$ cat src/design/dtq_pkg.sv
package dtq_pkg;

  // Block sizing
  localparam int NUM_CLASSES  = 6;
  localparam int TIME_WIDTH   = 32;
  localparam int OTHER_FIELDS = 5;
  localparam int CHECKED_OTHERS =
    (NUM_CLASSES - 1 < OTHER_FIELDS) ? (NUM_CLASSES - 1) : OTHER_FIELDS;
  localparam int CMP_WIDTH    = (TIME_WIDTH > 32) ? TIME_WIDTH : 32;

  localparam int CFG_IDX_W  = 3;
  localparam int CFG_DATA_W = 32;

  typedef logic [TIME_WIDTH-1:0] time_t;
  typedef logic [CMP_WIDTH-1:0]  cmp_t;
  typedef logic [15:0]           q15_t;

  typedef enum logic [1:0] {
    OP_TICK  = 2'd0,
    OP_EVAL  = 2'd1,
    OP_ACT   = 2'd2,
    OP_DEACT = 2'd3
  } op_t;

  typedef enum logic [2:0] {
    RSN_NONE     = 3'd0,
    RSN_DISABLED = 3'd1,
    RSN_COOLDOWN = 3'd2,
    RSN_CLASS    = 3'd3,
    RSN_LOW_CONF = 3'd4,
    RSN_OTHER    = 3'd5,
    RSN_STREAK   = 3'd6
  } reason_t;

  typedef enum logic [CFG_IDX_W-1:0] {
    CFG_ENABLE     = 3'd0,
    CFG_TARGET     = 3'd1,
    CFG_MIN_CONF   = 3'd2,
    CFG_MAX_OTHER  = 3'd3,
    CFG_REQ_STREAK = 3'd4,
    CFG_COOLDOWN   = 3'd5,
    CFG_MAX_DUR    = 3'd6,
    CFG_UNUSED     = 3'd7
  } cfg_idx_t;

  // Register reset values
  localparam logic        RST_ENABLE     = 1'b1;
  localparam logic [2:0]  RST_TARGET     = 3'd0;
  localparam q15_t        RST_MIN_CONF   = 16'd29491;
  localparam q15_t        RST_MAX_OTHER  = 16'd3277;
  localparam logic [7:0]  RST_REQ_STREAK = 8'd3;
  localparam logic [31:0] RST_COOLDOWN   = 32'd30000;
  localparam logic [15:0] RST_MAX_DUR    = 16'd5000;

  // Detection check settings seen by the evaluator
  typedef struct packed {
    logic       enable;
    logic [2:0] target_class;
    q15_t       min_conf;
    q15_t       max_other;
    logic [7:0] req_streak;
  } det_cfg_t;

  typedef struct packed {
    reason_t    reason;
    logic [7:0] streak;
  } eval_res_t;

endpackage

$ cat src/design/dtq_eval.sv
module dtq_eval (
  input  dtq_pkg::det_cfg_t  cfg,
  input  logic               cool_ok,
  input  logic [2:0]         class_index,
  input  dtq_pkg::q15_t      top_confidence,
  input  dtq_pkg::q15_t      other_prob [dtq_pkg::OTHER_FIELDS],
  input  logic [7:0]         streak,
  output dtq_pkg::eval_res_t res
);

  logic       other_high;
  logic [7:0] streak_inc;

  always_comb begin
    other_high = 1'b0;
    for (int i = 0; i < dtq_pkg::CHECKED_OTHERS; i++) begin
      if (other_prob[i] > cfg.max_other) other_high = 1'b1;
    end
  end

  // saturating count
  assign streak_inc = (streak == 8'hFF) ? streak : streak + 8'd1;

  always_comb begin
    res.streak = streak;
    priority if (!cfg.enable) begin
      res.reason = dtq_pkg::RSN_DISABLED;
    end else if (!cool_ok) begin
      res.reason = dtq_pkg::RSN_COOLDOWN;
    end else if (class_index != cfg.target_class) begin
      res.reason = dtq_pkg::RSN_CLASS;
      res.streak = 8'd0;
    end else if (top_confidence < cfg.min_conf) begin
      res.reason = dtq_pkg::RSN_LOW_CONF;
      res.streak = 8'd0;
    end else if (other_high) begin
      res.reason = dtq_pkg::RSN_OTHER;
      res.streak = 8'd0;
    end else begin
      res.streak = streak_inc;
      res.reason = (streak_inc < cfg.req_streak) ? dtq_pkg::RSN_STREAK : dtq_pkg::RSN_NONE;
    end
  end

endmodule

$ cat src/design/deterrent_trigger_qualifier.sv
// Channel  Dir  Handshake            Payload
// in_      in   in_valid/in_ready    opcode, class, confidences, requested duration
// out_     out  out_valid/out_ready  fire_ok, reject_reason, drive_on, streak, clamped
// cfg_     in   cfg_we (no wait)     cfg_index selects register, cfg_wdata value
//
// One transaction per cycle sustained while out_ready keeps the result moving; each passes
// through the input register, then one pass of compare logic into the result register.
// The state update for a transaction happens as it moves into the result register.
// rst_n is synchronous, active low; config, state and valid registers return to their documented values.
// A stall on out_ready holds the result; the input register still takes one more.
module deterrent_trigger_qualifier (
  input  logic                           clk,
  input  logic                           rst_n,

  input  logic                           cfg_we,
  input  logic [dtq_pkg::CFG_IDX_W-1:0]  cfg_index,
  input  logic [dtq_pkg::CFG_DATA_W-1:0] cfg_wdata,

  input  logic                           in_valid,
  output logic                           in_ready,
  input  logic [1:0]                     in_opcode,
  input  logic [2:0]                     in_class_index,
  input  logic [15:0]                    in_top_confidence,
  input  logic [15:0]                    in_other_prob_1,
  input  logic [15:0]                    in_other_prob_2,
  input  logic [15:0]                    in_other_prob_3,
  input  logic [15:0]                    in_other_prob_4,
  input  logic [15:0]                    in_other_prob_5,
  input  logic [15:0]                    in_request_duration_ms,

  output logic                           out_valid,
  input  logic                           out_ready,
  output logic                           out_fire_ok,
  output logic [2:0]                     out_reject_reason,
  output logic                           out_drive_on,
  output logic [7:0]                     out_streak,
  output logic                           out_duration_clamped
);

  // ---------------- configuration registers ----------------
  dtq_pkg::det_cfg_t  det_cfg_r;
  logic [31:0]        cooldown_r;
  logic [15:0]        max_dur_r;

  always_ff @(posedge clk) begin
    if (!rst_n) begin
      det_cfg_r.enable       <= dtq_pkg::RST_ENABLE;
      det_cfg_r.target_class <= dtq_pkg::RST_TARGET;
      det_cfg_r.min_conf     <= dtq_pkg::RST_MIN_CONF;
      det_cfg_r.max_other    <= dtq_pkg::RST_MAX_OTHER;
      det_cfg_r.req_streak   <= dtq_pkg::RST_REQ_STREAK;
      cooldown_r             <= dtq_pkg::RST_COOLDOWN;
      max_dur_r              <= dtq_pkg::RST_MAX_DUR;
    end else if (cfg_we) begin
      unique case (dtq_pkg::cfg_idx_t'(cfg_index))
        dtq_pkg::CFG_ENABLE:     det_cfg_r.enable       <= cfg_wdata[0];
        dtq_pkg::CFG_TARGET:     det_cfg_r.target_class <= cfg_wdata[2:0];
        dtq_pkg::CFG_MIN_CONF:   det_cfg_r.min_conf     <= cfg_wdata[15:0];
        dtq_pkg::CFG_MAX_OTHER:  det_cfg_r.max_other    <= cfg_wdata[15:0];
        dtq_pkg::CFG_REQ_STREAK: det_cfg_r.req_streak   <= cfg_wdata[7:0];
        dtq_pkg::CFG_COOLDOWN:   cooldown_r             <= cfg_wdata[31:0];
        dtq_pkg::CFG_MAX_DUR:    max_dur_r              <= cfg_wdata[15:0];
        default: ;  // unmapped index, write dropped
      endcase
    end
  end

  // ---------------- input register ----------------
  logic                 s1_valid_r;
  dtq_pkg::op_t         s1_op_r;
  logic [2:0]           s1_class_r;
  dtq_pkg::q15_t        s1_top_r;
  dtq_pkg::q15_t        s1_other_r [dtq_pkg::OTHER_FIELDS];
  logic [15:0]          s1_req_r;

  logic out_valid_r;
  logic advance;   // result register free to take the next transaction
  logic proc;      // transaction in the input register commits this cycle
  logic in_acc;

  assign advance  = !out_valid_r || out_ready;
  assign proc     = s1_valid_r && advance;
  assign in_ready = !s1_valid_r || advance;
  assign in_acc   = in_valid && in_ready;

  always_ff @(posedge clk) begin
    if (!rst_n) begin
      s1_valid_r <= 1'b0;
    end else if (in_acc) begin
      s1_valid_r <= 1'b1;
    end else if (proc) begin
      s1_valid_r <= 1'b0;
    end
  end

  always_ff @(posedge clk) begin
    if (in_acc) begin
      s1_op_r       <= dtq_pkg::op_t'(in_opcode);
      s1_class_r    <= in_class_index;
      s1_top_r      <= in_top_confidence;
      s1_other_r[0] <= in_other_prob_1;
      s1_other_r[1] <= in_other_prob_2;
      s1_other_r[2] <= in_other_prob_3;
      s1_other_r[3] <= in_other_prob_4;
      s1_other_r[4] <= in_other_prob_5;
      s1_req_r      <= in_request_duration_ms;
    end
  end

  // ---------------- block state ----------------
  dtq_pkg::time_t now_r, last_fire_r, drv_start_r;
  logic [15:0]    drv_len_r;
  logic           drv_active_r;
  logic [7:0]     streak_r;

  dtq_pkg::time_t now_nxt, last_fire_nxt, drv_start_nxt;
  logic [15:0]    drv_len_nxt;
  logic           drv_mid;      // drive level after the opcode, before timeout
  logic           drv_active_nxt;
  logic [7:0]     streak_nxt;
  logic           fire;
  dtq_pkg::reason_t reason;
  logic           clamped;

  dtq_pkg::time_t  since_fire, drv_elapsed;
  logic            cool_ok;
  dtq_pkg::eval_res_t ev;

  // elapsed times wrap modulo the clock width
  assign since_fire = now_r - last_fire_r;
  assign cool_ok    = !(dtq_pkg::cmp_t'(since_fire) < dtq_pkg::cmp_t'(cooldown_r));

  dtq_eval u_eval (
    .cfg            (det_cfg_r),
    .cool_ok        (cool_ok),
    .class_index    (s1_class_r),
    .top_confidence (s1_top_r),
    .other_prob     (s1_other_r),
    .streak         (streak_r),
    .res            (ev)
  );

  always_comb begin
    now_nxt       = now_r;
    last_fire_nxt = last_fire_r;
    drv_start_nxt = drv_start_r;
    drv_len_nxt   = drv_len_r;
    drv_mid       = drv_active_r;
    streak_nxt    = streak_r;
    fire          = 1'b0;
    reason        = dtq_pkg::RSN_NONE;
    clamped       = 1'b0;
    unique case (s1_op_r)
      dtq_pkg::OP_TICK: begin
        now_nxt = now_r + dtq_pkg::time_t'(1);
      end
      dtq_pkg::OP_EVAL: begin
        reason     = ev.reason;
        streak_nxt = ev.streak;
        fire       = (ev.reason == dtq_pkg::RSN_NONE);
      end
      dtq_pkg::OP_ACT: begin
        if (s1_req_r > max_dur_r) begin
          drv_len_nxt = max_dur_r;
          clamped     = 1'b1;
        end else begin
          drv_len_nxt = s1_req_r;
        end
        drv_start_nxt = now_r;
        last_fire_nxt = now_r;
        drv_mid       = 1'b1;
        streak_nxt    = 8'd0;
      end
      dtq_pkg::OP_DEACT: begin
        drv_mid = 1'b0;
      end
      default: ;
    endcase
  end

  // drive self-terminates once its length has run (zero length ends at once)
  assign drv_elapsed    = now_nxt - drv_start_nxt;
  assign drv_active_nxt = drv_mid && (drv_elapsed < dtq_pkg::time_t'(drv_len_nxt));

  always_ff @(posedge clk) begin
    if (!rst_n) begin
      now_r        <= '0;
      last_fire_r  <= '0;
      drv_start_r  <= '0;
      drv_len_r    <= '0;
      drv_active_r <= 1'b0;
      streak_r     <= '0;
    end else if (proc) begin
      now_r        <= now_nxt;
      last_fire_r  <= last_fire_nxt;
      drv_start_r  <= drv_start_nxt;
      drv_len_r    <= drv_len_nxt;
      drv_active_r <= drv_active_nxt;
      streak_r     <= streak_nxt;
    end
  end

  // ---------------- result register ----------------
  always_ff @(posedge clk) begin
    if (!rst_n) begin
      out_valid_r <= 1'b0;
    end else if (advance) begin
      out_valid_r <= s1_valid_r;
    end
  end

  always_ff @(posedge clk) begin
    if (proc) begin
      out_fire_ok          <= fire;
      out_reject_reason    <= reason;
      out_drive_on         <= drv_active_nxt;
      out_streak           <= streak_nxt;
      out_duration_clamped <= clamped;
    end
  end

  assign out_valid = out_valid_r;

`ifndef SYNTHESIS
  // a pending transaction in the input register is never dropped
  a_s1_hold: assert property (@(posedge clk) disable iff (!rst_n)
    s1_valid_r && !advance |=> s1_valid_r)
    else $error("input register lost a pending transaction");

  // a stalled result is never dropped
  a_out_hold: assert property (@(posedge clk) disable iff (!rst_n)
    out_valid_r && !out_ready |=> out_valid_r)
    else $error("result register lost a pending transaction");

  // drive only turns on through an activate transaction
  a_drive_rise: assert property (@(posedge clk) disable iff (!rst_n)
    $rose(drv_active_r) |-> $past(proc && (s1_op_r == dtq_pkg::OP_ACT)))
    else $error("drive turned on without an activate");

  // a firing result carries no reason and a nonzero streak
  a_fire_cons: assert property (@(posedge clk) disable iff (!rst_n)
    out_valid_r && out_fire_ok |->
      (out_reject_reason == dtq_pkg::RSN_NONE) && (out_streak != 8'd0))
    else $error("inconsistent fire result");
`endif

endmodule
$ cat config.mk
export PLATFORM = sky130hd
export DESIGN_NAME = deterrent_trigger_qualifier
export DESIGN_NICKNAME = d
export VERILOG_FILES = /design/src/design/dtq_pkg.sv /design/src/design/dtq_eval.sv /design/src/design/deterrent_trigger_qualifier.sv
export SDC_FILE = /design/constraint.sdc
export NUM_CORES = 1
export LEC_CHECK = 0
export ABC_AREA = 1
export BUFFER_PORTS_ARGS = -buffer_cell sky130_fd_sc_hd__buf_2
export CAP_MARGIN = 10
export CORE_MARGIN = 2
export CORE_UTILIZATION = 61
export DETAILED_ROUTE_END_ITERATION = 10
export PLACE_DENSITY = 0.82
export SYNTH_ARGS = -nofsm -noshare
export SYNTH_HDL_FRONTEND = slang
export SYNTH_SLANG_ARGS = --single-unit
$ cat constraint.sdc
create_clock -name clk -period 4.9 [get_ports clk]
set_input_delay 0.735 -clock clk [delete_from_list [all_inputs] [get_ports clk]]
set_output_delay 0.735 -clock clk [all_outputs]
set_load 0.005 [all_outputs]
**After elaboration in Yosys (flattened, before gate mapping)**

Cells that the tools add are included.

- Register bits after elaboration: 346
- Bits in latches: 0
- Memory bits (writable): 0
- ROM bits: 0
- Input bits: 157
- Output and inout port bits: 16
- Word-level logic and storage cells: 96
- Memories kept: 0

- $add $sub $neg: 4
- Multipliers: 0
- Div/mod/pow operators: 0
- Magnitude comparators: 10
- Equal/unequal tests: 11
- Shift-type cells: 0
- Muxes and demuxes: 23
- Bitwise operators: 0
- Reductions and logical operators: 19

Operators by type and width:

| kind | count |
|---|---|
| 16-bit greater-than comparator | 6 |
| 32-bit 2-to-1 mux | 2 |
| 32-bit subtractor | 2 |
| 11-bit 2-to-1 mux | 3 |
| 32-bit by 1-bit adder with 32-bit output (second input constant) | 1 |
| 32-bit by 16-bit < comparator with 1-bit output | 1 |
| 32-bit < comparator | 1 |
| 16-bit 2-to-1 mux | 2 |
| 8-bit 2-to-1 mux | 3 |
| 16-bit < comparator | 1 |
| 8-bit case mux with 2 select lines | 1 |
| 2-bit AND reduction | 8 |
| 3-bit equality test (second input constant) | 3 |
| 3-bit 2-to-1 mux | 3 |
| 8-bit by 1-bit adder with 8-bit output (second input constant) | 1 |
| 8-bit equality test (second input constant) | 1 |
| 8-bit < comparator | 1 |
| 1-bit 2-to-1 mux | 8 |
| 3-bit by 2-bit equality test with 1-bit output (second input constant) | 2 |
| 3-bit logical NOT | 2 |
| 2-bit equality test (second input constant) | 2 |
| 3-bit by 1-bit equality test with 1-bit output (second input constant) | 1 |
| 1-bit logical AND | 3 |
| 3-bit inequality test | 1 |
| other kinds (6) | 8 |

**Logic depth before layout (Yosys ltp)**

- Depth after elaboration: 12
- Mapped depth: 31
- Mapped depth without buffers: 30

**By module**

Synthesis repeated with hierarchy kept, for this count alone.

- Cells, all modules: 2,606
- Area, all modules: 20,626.0 µm²

Modules (own cells, without submodules):

| module | times used | cells an instance | area each (µm²) | seq. area each (µm²) |
|---|---|---|---|---|
| deterrent_trigger_qualifier | 1 | 2,155 | 17,698.2 | 8,237.9 |
| dtq_eval | 1 | 451 | 2,927.8 | 0.0 |

**Least setup slack after synthesis**

No wires, ideal clock.

- Path kind: reg-to-reg
- Start: register s1_op_r[0]
- End: register drv_active_r
- Library setup time: 75 ps
- Data arrival time: 4,387 ps
- Data required time: 4,825 ps
- Setup slack: 437 ps
- Stages on the path, launching flop included: 32
- Path buffers: 4
- Period minus slack after synthesis: 4,463 ps
- Path through: edfxtp_1 > inv_1 > ha_1 > buf_2 > clkbuf_1 > clkbuf_1 > clkbuf_1 > o21ai_0 > ha_1 > nand2_1 > nand2_1 > a31oi_1 > inv_1 > nand4_1 > nand2_2 > nand2_1 > nand2_2 > nand3_1 > nand2_2 > xor2_1 > ha_1 > a21oi_1 > o21ai_0 > a2111oi_0 > nand2_1 > inv_1 > nand2_1 > nor2_1 > nand3_1 > nor2_1 > nand3_1 > a21oi_1

- Word-level cells in the longest chain between the ends: 5
- Elaborated cells on any way between the ends: 10
- Those cells by class: add/sub (1); order compare (1); eq/ne (2); mux (4); reduce/logical (2)

RTL lines:

| item | RTL line | text |
|---|---|---|
| from (decl) | deterrent_trigger_qualifier.sv:70 | `dtq_pkg::op_t s1_op_r;` |
| from (signal assigned) | deterrent_trigger_qualifier.sv:98 | `s1_op_r <= dtq_pkg::op_t'(in_opcode);` |
| 2-bit equality test or 2-bit logical NOT (tied branches) | deterrent_trigger_qualifier.sv:153 | `unique case (s1_op_r)` |
| 32-bit 2-to-1 mux | deterrent_trigger_qualifier.sv:153 |  |
| 32-bit subtractor | deterrent_trigger_qualifier.sv:182 | `assign drv_elapsed = now_nxt - drv_start_nxt;` |
| 32-bit by 16-bit < comparator with 1-bit output | deterrent_trigger_qualifier.sv:183 | `assign drv_active_nxt = drv_mid && (drv_elapsed < dtq_pkg::time_t'(drv_len_nxt));` |
| 1-bit logical AND * | deterrent_trigger_qualifier.sv:183 |  |
| to (signal assigned) | deterrent_trigger_qualifier.sv:198 | `drv_active_r <= drv_active_nxt;` |
| to (decl) | deterrent_trigger_qualifier.sv:113 | `logic drv_active_r;` |

Mark *: on every way between the ends. The rest lies on a longest branch, timed or not.
A chain may end at the register's enable or synchronous reset.

**Worst setup path in the final report**

- Start: register now_r[0]
- End: register streak_r[1]

- Word-level cells in the longest chain between the ends: 5

RTL lines:

| item | RTL line | text |
|---|---|---|
| from (decl) | deterrent_trigger_qualifier.sv:111 | `dtq_pkg::time_t now_r, last_fire_r, drv_start_r;` |
| from (signal assigned) | deterrent_trigger_qualifier.sv:194 | `now_r <= now_nxt;` |
| 32-bit subtractor | deterrent_trigger_qualifier.sv:130 | `assign since_fire = now_r - last_fire_r;` |
| 32-bit < comparator | deterrent_trigger_qualifier.sv:131 | `assign cool_ok = !(dtq_pkg::cmp_t'(since_fire) < dtq_pkg::cmp_t'(cooldown_r));` |
| 8-bit 2-to-1 mux | dtq_eval.sv:28 | `end else if (!cool_ok) begin` |
| 8-bit 2-to-1 mux | dtq_eval.sv:26 | `priority if (!cfg.enable) begin` |
| 8-bit case mux with 2 select lines | deterrent_trigger_qualifier.sv:153 |  |
| to (signal assigned) | deterrent_trigger_qualifier.sv:199 | `streak_r <= streak_nxt;` |
| to (decl) | deterrent_trigger_qualifier.sv:114 | `logic [7:0] streak_r;` |

Every way passes these cells.

==> results.txt <==
For this run, the number of Yosys warnings is 0. Buffers placed on the I/O ports in this run total 172. Internal power comes to 5500 uW. Count of pins over their slew limit: 0. The part of the power in registers was 0.402; the violation count after the first detailed-route iteration was 1424. The analysis attributes to net switching a power of 2420 uW. The vertical extent of the die came out at 188 um.

TritonCTS built the clock tree. In this run, distinct cell masters in the synthesized netlist total 48. The worst setup path is launched from a flip-flop. By instance count, the leading cell after synthesis is nand2_1.

The tools report the peak clock frequency supported by timing as 0.220 GHz. The area growth from synthesis to layout was 13.4%. Number of antenna violations at the first check in global routing: 4.

VDD sags by at most 0.000413 V. The clock-pin slew reported for the worst setup and hold paths after clock tree synthesis was 60 ps. In this run the remaining antenna-violating nets after routing total 0.

The I/O pin count came out at 173. STA puts the critical path data arrival time at 5040 ps. The share of cells above drive strength 1 is 0.117, and the largest net degree at the start of global routing is 100.

The via count of the first global-routing pass is 18100, and the number of buffers inserted during clock tree synthesis is 38. The average instance in the mapped netlist occupies 7.88 um2. Between clock sinks in the finished design, the worst skew comes to 19.8 ps. The proportion of synthesized flip-flops having asynchronous set or reset is 0.

The number of hold buffers added after CTS was 0. The placeable core region came out at 33400 um2. Element type at the critical path end: a flip-flop. The initialized floorplan defines 67 standard-cell rows. The logs give 0.0508 for the routing usage on met3 and 40.8 mm for the sum of net half-perimeters after detailed placement. Summed over all layers, the routed wires come to 54.9 mm. The total routing usage reported by global routing came out at 0.307. Placer congestion estimate: 0.966. In the routed design, unresolved DRC markers number 0.

The run finished with clean final reports. The share of the synthesized area in the top cell type came out at 0.208. Most instantiated flip-flop cell in the synthesis netlist: dfxtp_1. Setup repair after global routing left no endpoint under its margin.

In the synthesized netlist, the number of instances is 2627. Of all nets on the critical path, the largest fanout is 9. The headroom to the max-slew limit is 0.340.

Buffer levels on the longest clock path: 3. The layer flagged by global routing as most heavily used is met2. The flop and latch count out of synthesis was 346. CTS placed an instance of clkbuf_16 at the clock tree root.

The worst setup path is of the flip-flop to flip-flop kind. For the number of hold violations in the final report, the log shows 0. Max-cap violations in this run came to 0.

Dividing the detail-routed wire length by the instance count gives 16.8 um. For the starting density of the core, the log shows 0.619. The number of sinks on the clock net is 346.

The share of the clock period used by the worst path after layout is 0.929, and the sum of negative setup slack is 0 ps. The clock tree synthesis step divided the H-tree into 2 levels. The tools report the global-route wire length before repair as 88.5 mm. The clock network fraction of design power came out at 0.374. Synthesis produced a netlist with a net count of 3014. The number of flops mapped to enable cells by yosys was 131; the total setup violations reported at the end of the flow was 0. For this run, the post-layout net count is 3184. Slowest cell on the critical path: fa_1. The floorplan die area was 35400 um2. Hold timing on the final database bottoms out at a slack of 353 ps. The run gives 0.369 as the routing usage on met1. In the routed layout, each cell is associated on average with a via count of 5.69.

Endpoint required time on the critical path: 5380 ps. The tightest min-delay check is of the input port to flip-flop type. The largest single stage delay on the critical path is 410 ps.

The power per unit of standard cell area was 338 nW/um2; the floorplan die width was 188 um. In this run the static leakage power is 0.0106 uW. Actual transition at the worst max-transition pin: 991 ps. The clock period minus worst slack is 4550 ps. The cell type with the largest total area after synthesis was dfxtp_1.

Switching portion of total power: 0.306. The final route contains 18600 vias. After synthesis, the most frequently instantiated cells are nand2_1, inv_1, a21oi_1, ha_1, o21ai_0. Clock latency on the worst-skew pair, taken at its later pin, is 550 ps.

The part of the power in combinational logic is 0.225. After synthesis, the cell types taking the most area are dfxtp_1, edfxtp_1, ha_1. The tools report the sequential area share after synthesis as 0.398.

The cell area that synthesis handed to floorplanning was 20700 um2. The met2 routing resource usage after global routing was 0.539. Summed over all layers, the global routing overflow is 0. Before antenna repair, the detailed router went through 5 iterations.
==> cells in the final DEF, fill, tap and decap left out, types with 7 or more instances in the layout <==
cell type    n
a21oi_1    325
inv_2        7
a211oi_1    12
dfxtp_1    214
xor2_1      64
nand2_1    578
nand3_1     92
xnor2_1     12
nand4_1     30
inv_1      346
ha_1       226
buf_4       29
nor4_1       9
o211ai_1    25
nor2_1     116
nand2_2     28
nand3_2      7
buf_2      172
clkbuf_16   41
nor3_1      31
clkbuf_1    13
o21a_1       9
nor2_2       8
o21ai_0    216
edfxtp_1   131
==> cells by family (layout without fill, tap and decap cells) <==
kind of cell	after synthesis	in the layout	share of synthesized area
adders and majority gates	230	230	0.140
buffers and inverters	429	629	0.0781
DFF	346	346	0.398
AOI/OAI and AO/OA	626	626	0.161
and+or+nand+nor	918	918	0.190
xor gates and xnor gates	76	76	0.0322
other	0	1	0
muxes	2	2	0.000968
==> power by group through the flow <==
stage	logic [uW]	clock network, uW	registers (uW)
floorplan	1230	0	3230
global placement	1660	0	3240
detailed placement	1720	0	3240
CTS	1750	2990	3180
global route	2020	3100	3190
finish	1780	2960	3190
==> worst paths after layout <==
| check | start | end | slack, ps | cells past startpoint |
|---|---|---|---|---|
| setup / recovery | now_r[0] | streak_r[1] | 350 | 30 |
| hold / removal | in_other_prob_3[11] | s1_other_r[43] | 350 | 1 |
| setup reg to reg | now_r[0] | streak_r[1] | 350 | 30 |
| hold reg to reg | last_fire_r[15] | last_fire_r[15] | 460 | 2 |
==> registers in the layout, indices dropped and copies added, names as in the netlist, 8 cells and up, named ones only <==
name and flops:
now_r 30, s1_other_r 80, max_dur_r 16, det_cfg_r 44
s1_req_r 16, drv_len_r 16, last_fire_r 32, out_streak 8
s1_top_r 16, streak_r 8, drv_start_r 32, cooldown_r 32
==> layer usage <==
layer / vias to the layer above / part of all wire
met5: - / 0.00044
met4: 4 / 0.048
met3: 162 / 0.071
met2: 704 / 0.48
met1: 8595 / 0.40
li1: 9183 / -
==> per-stage QoR <==
stage	total power, uW	utilization	setup WS (ps)	instances	cell area, um2
floorplan	4460	-	437	2627	20700
global placement	4900	0.661	355	3204	22100
detailed placement	4970	0.661	155	3204	22100
CTS	7920	0.699	97.7	3274	23400
global route	8310	0.701	0.355	3276	23500
finish	7930	0.701	349	3276	23500
==> cell type report <==
cell class | count | area, um2
clock inverter | 15 | 200
tap | 448 | 561
inverter | 355 | 1340
clock buffer | 55 | 1090
antenna | 1 | 2.50
sequential | 346 | 8240
fill | 2627 | 9990
timing repair buffer | 204 | 1130
multi-input combinational | 1852 | 10900
==> critical path: cells and delay by family, from the launching register on <==
family,cells,cell delay (ps)
DFF,1,310
buffers and inverters,6,570
adders and majority gates,3,890
AOI/OAI and AO/OA,3,590
and+or+nand+nor,17,2020
xor gates and xnor gates,1,120
==> what timing repair did <==
item / CTS / global route
gates resized for setup: 0 / 19
endpoints found under the setup margin: 0 / 22
buffers inserted: 0 / 1
(Power assumes the default switching activity.)
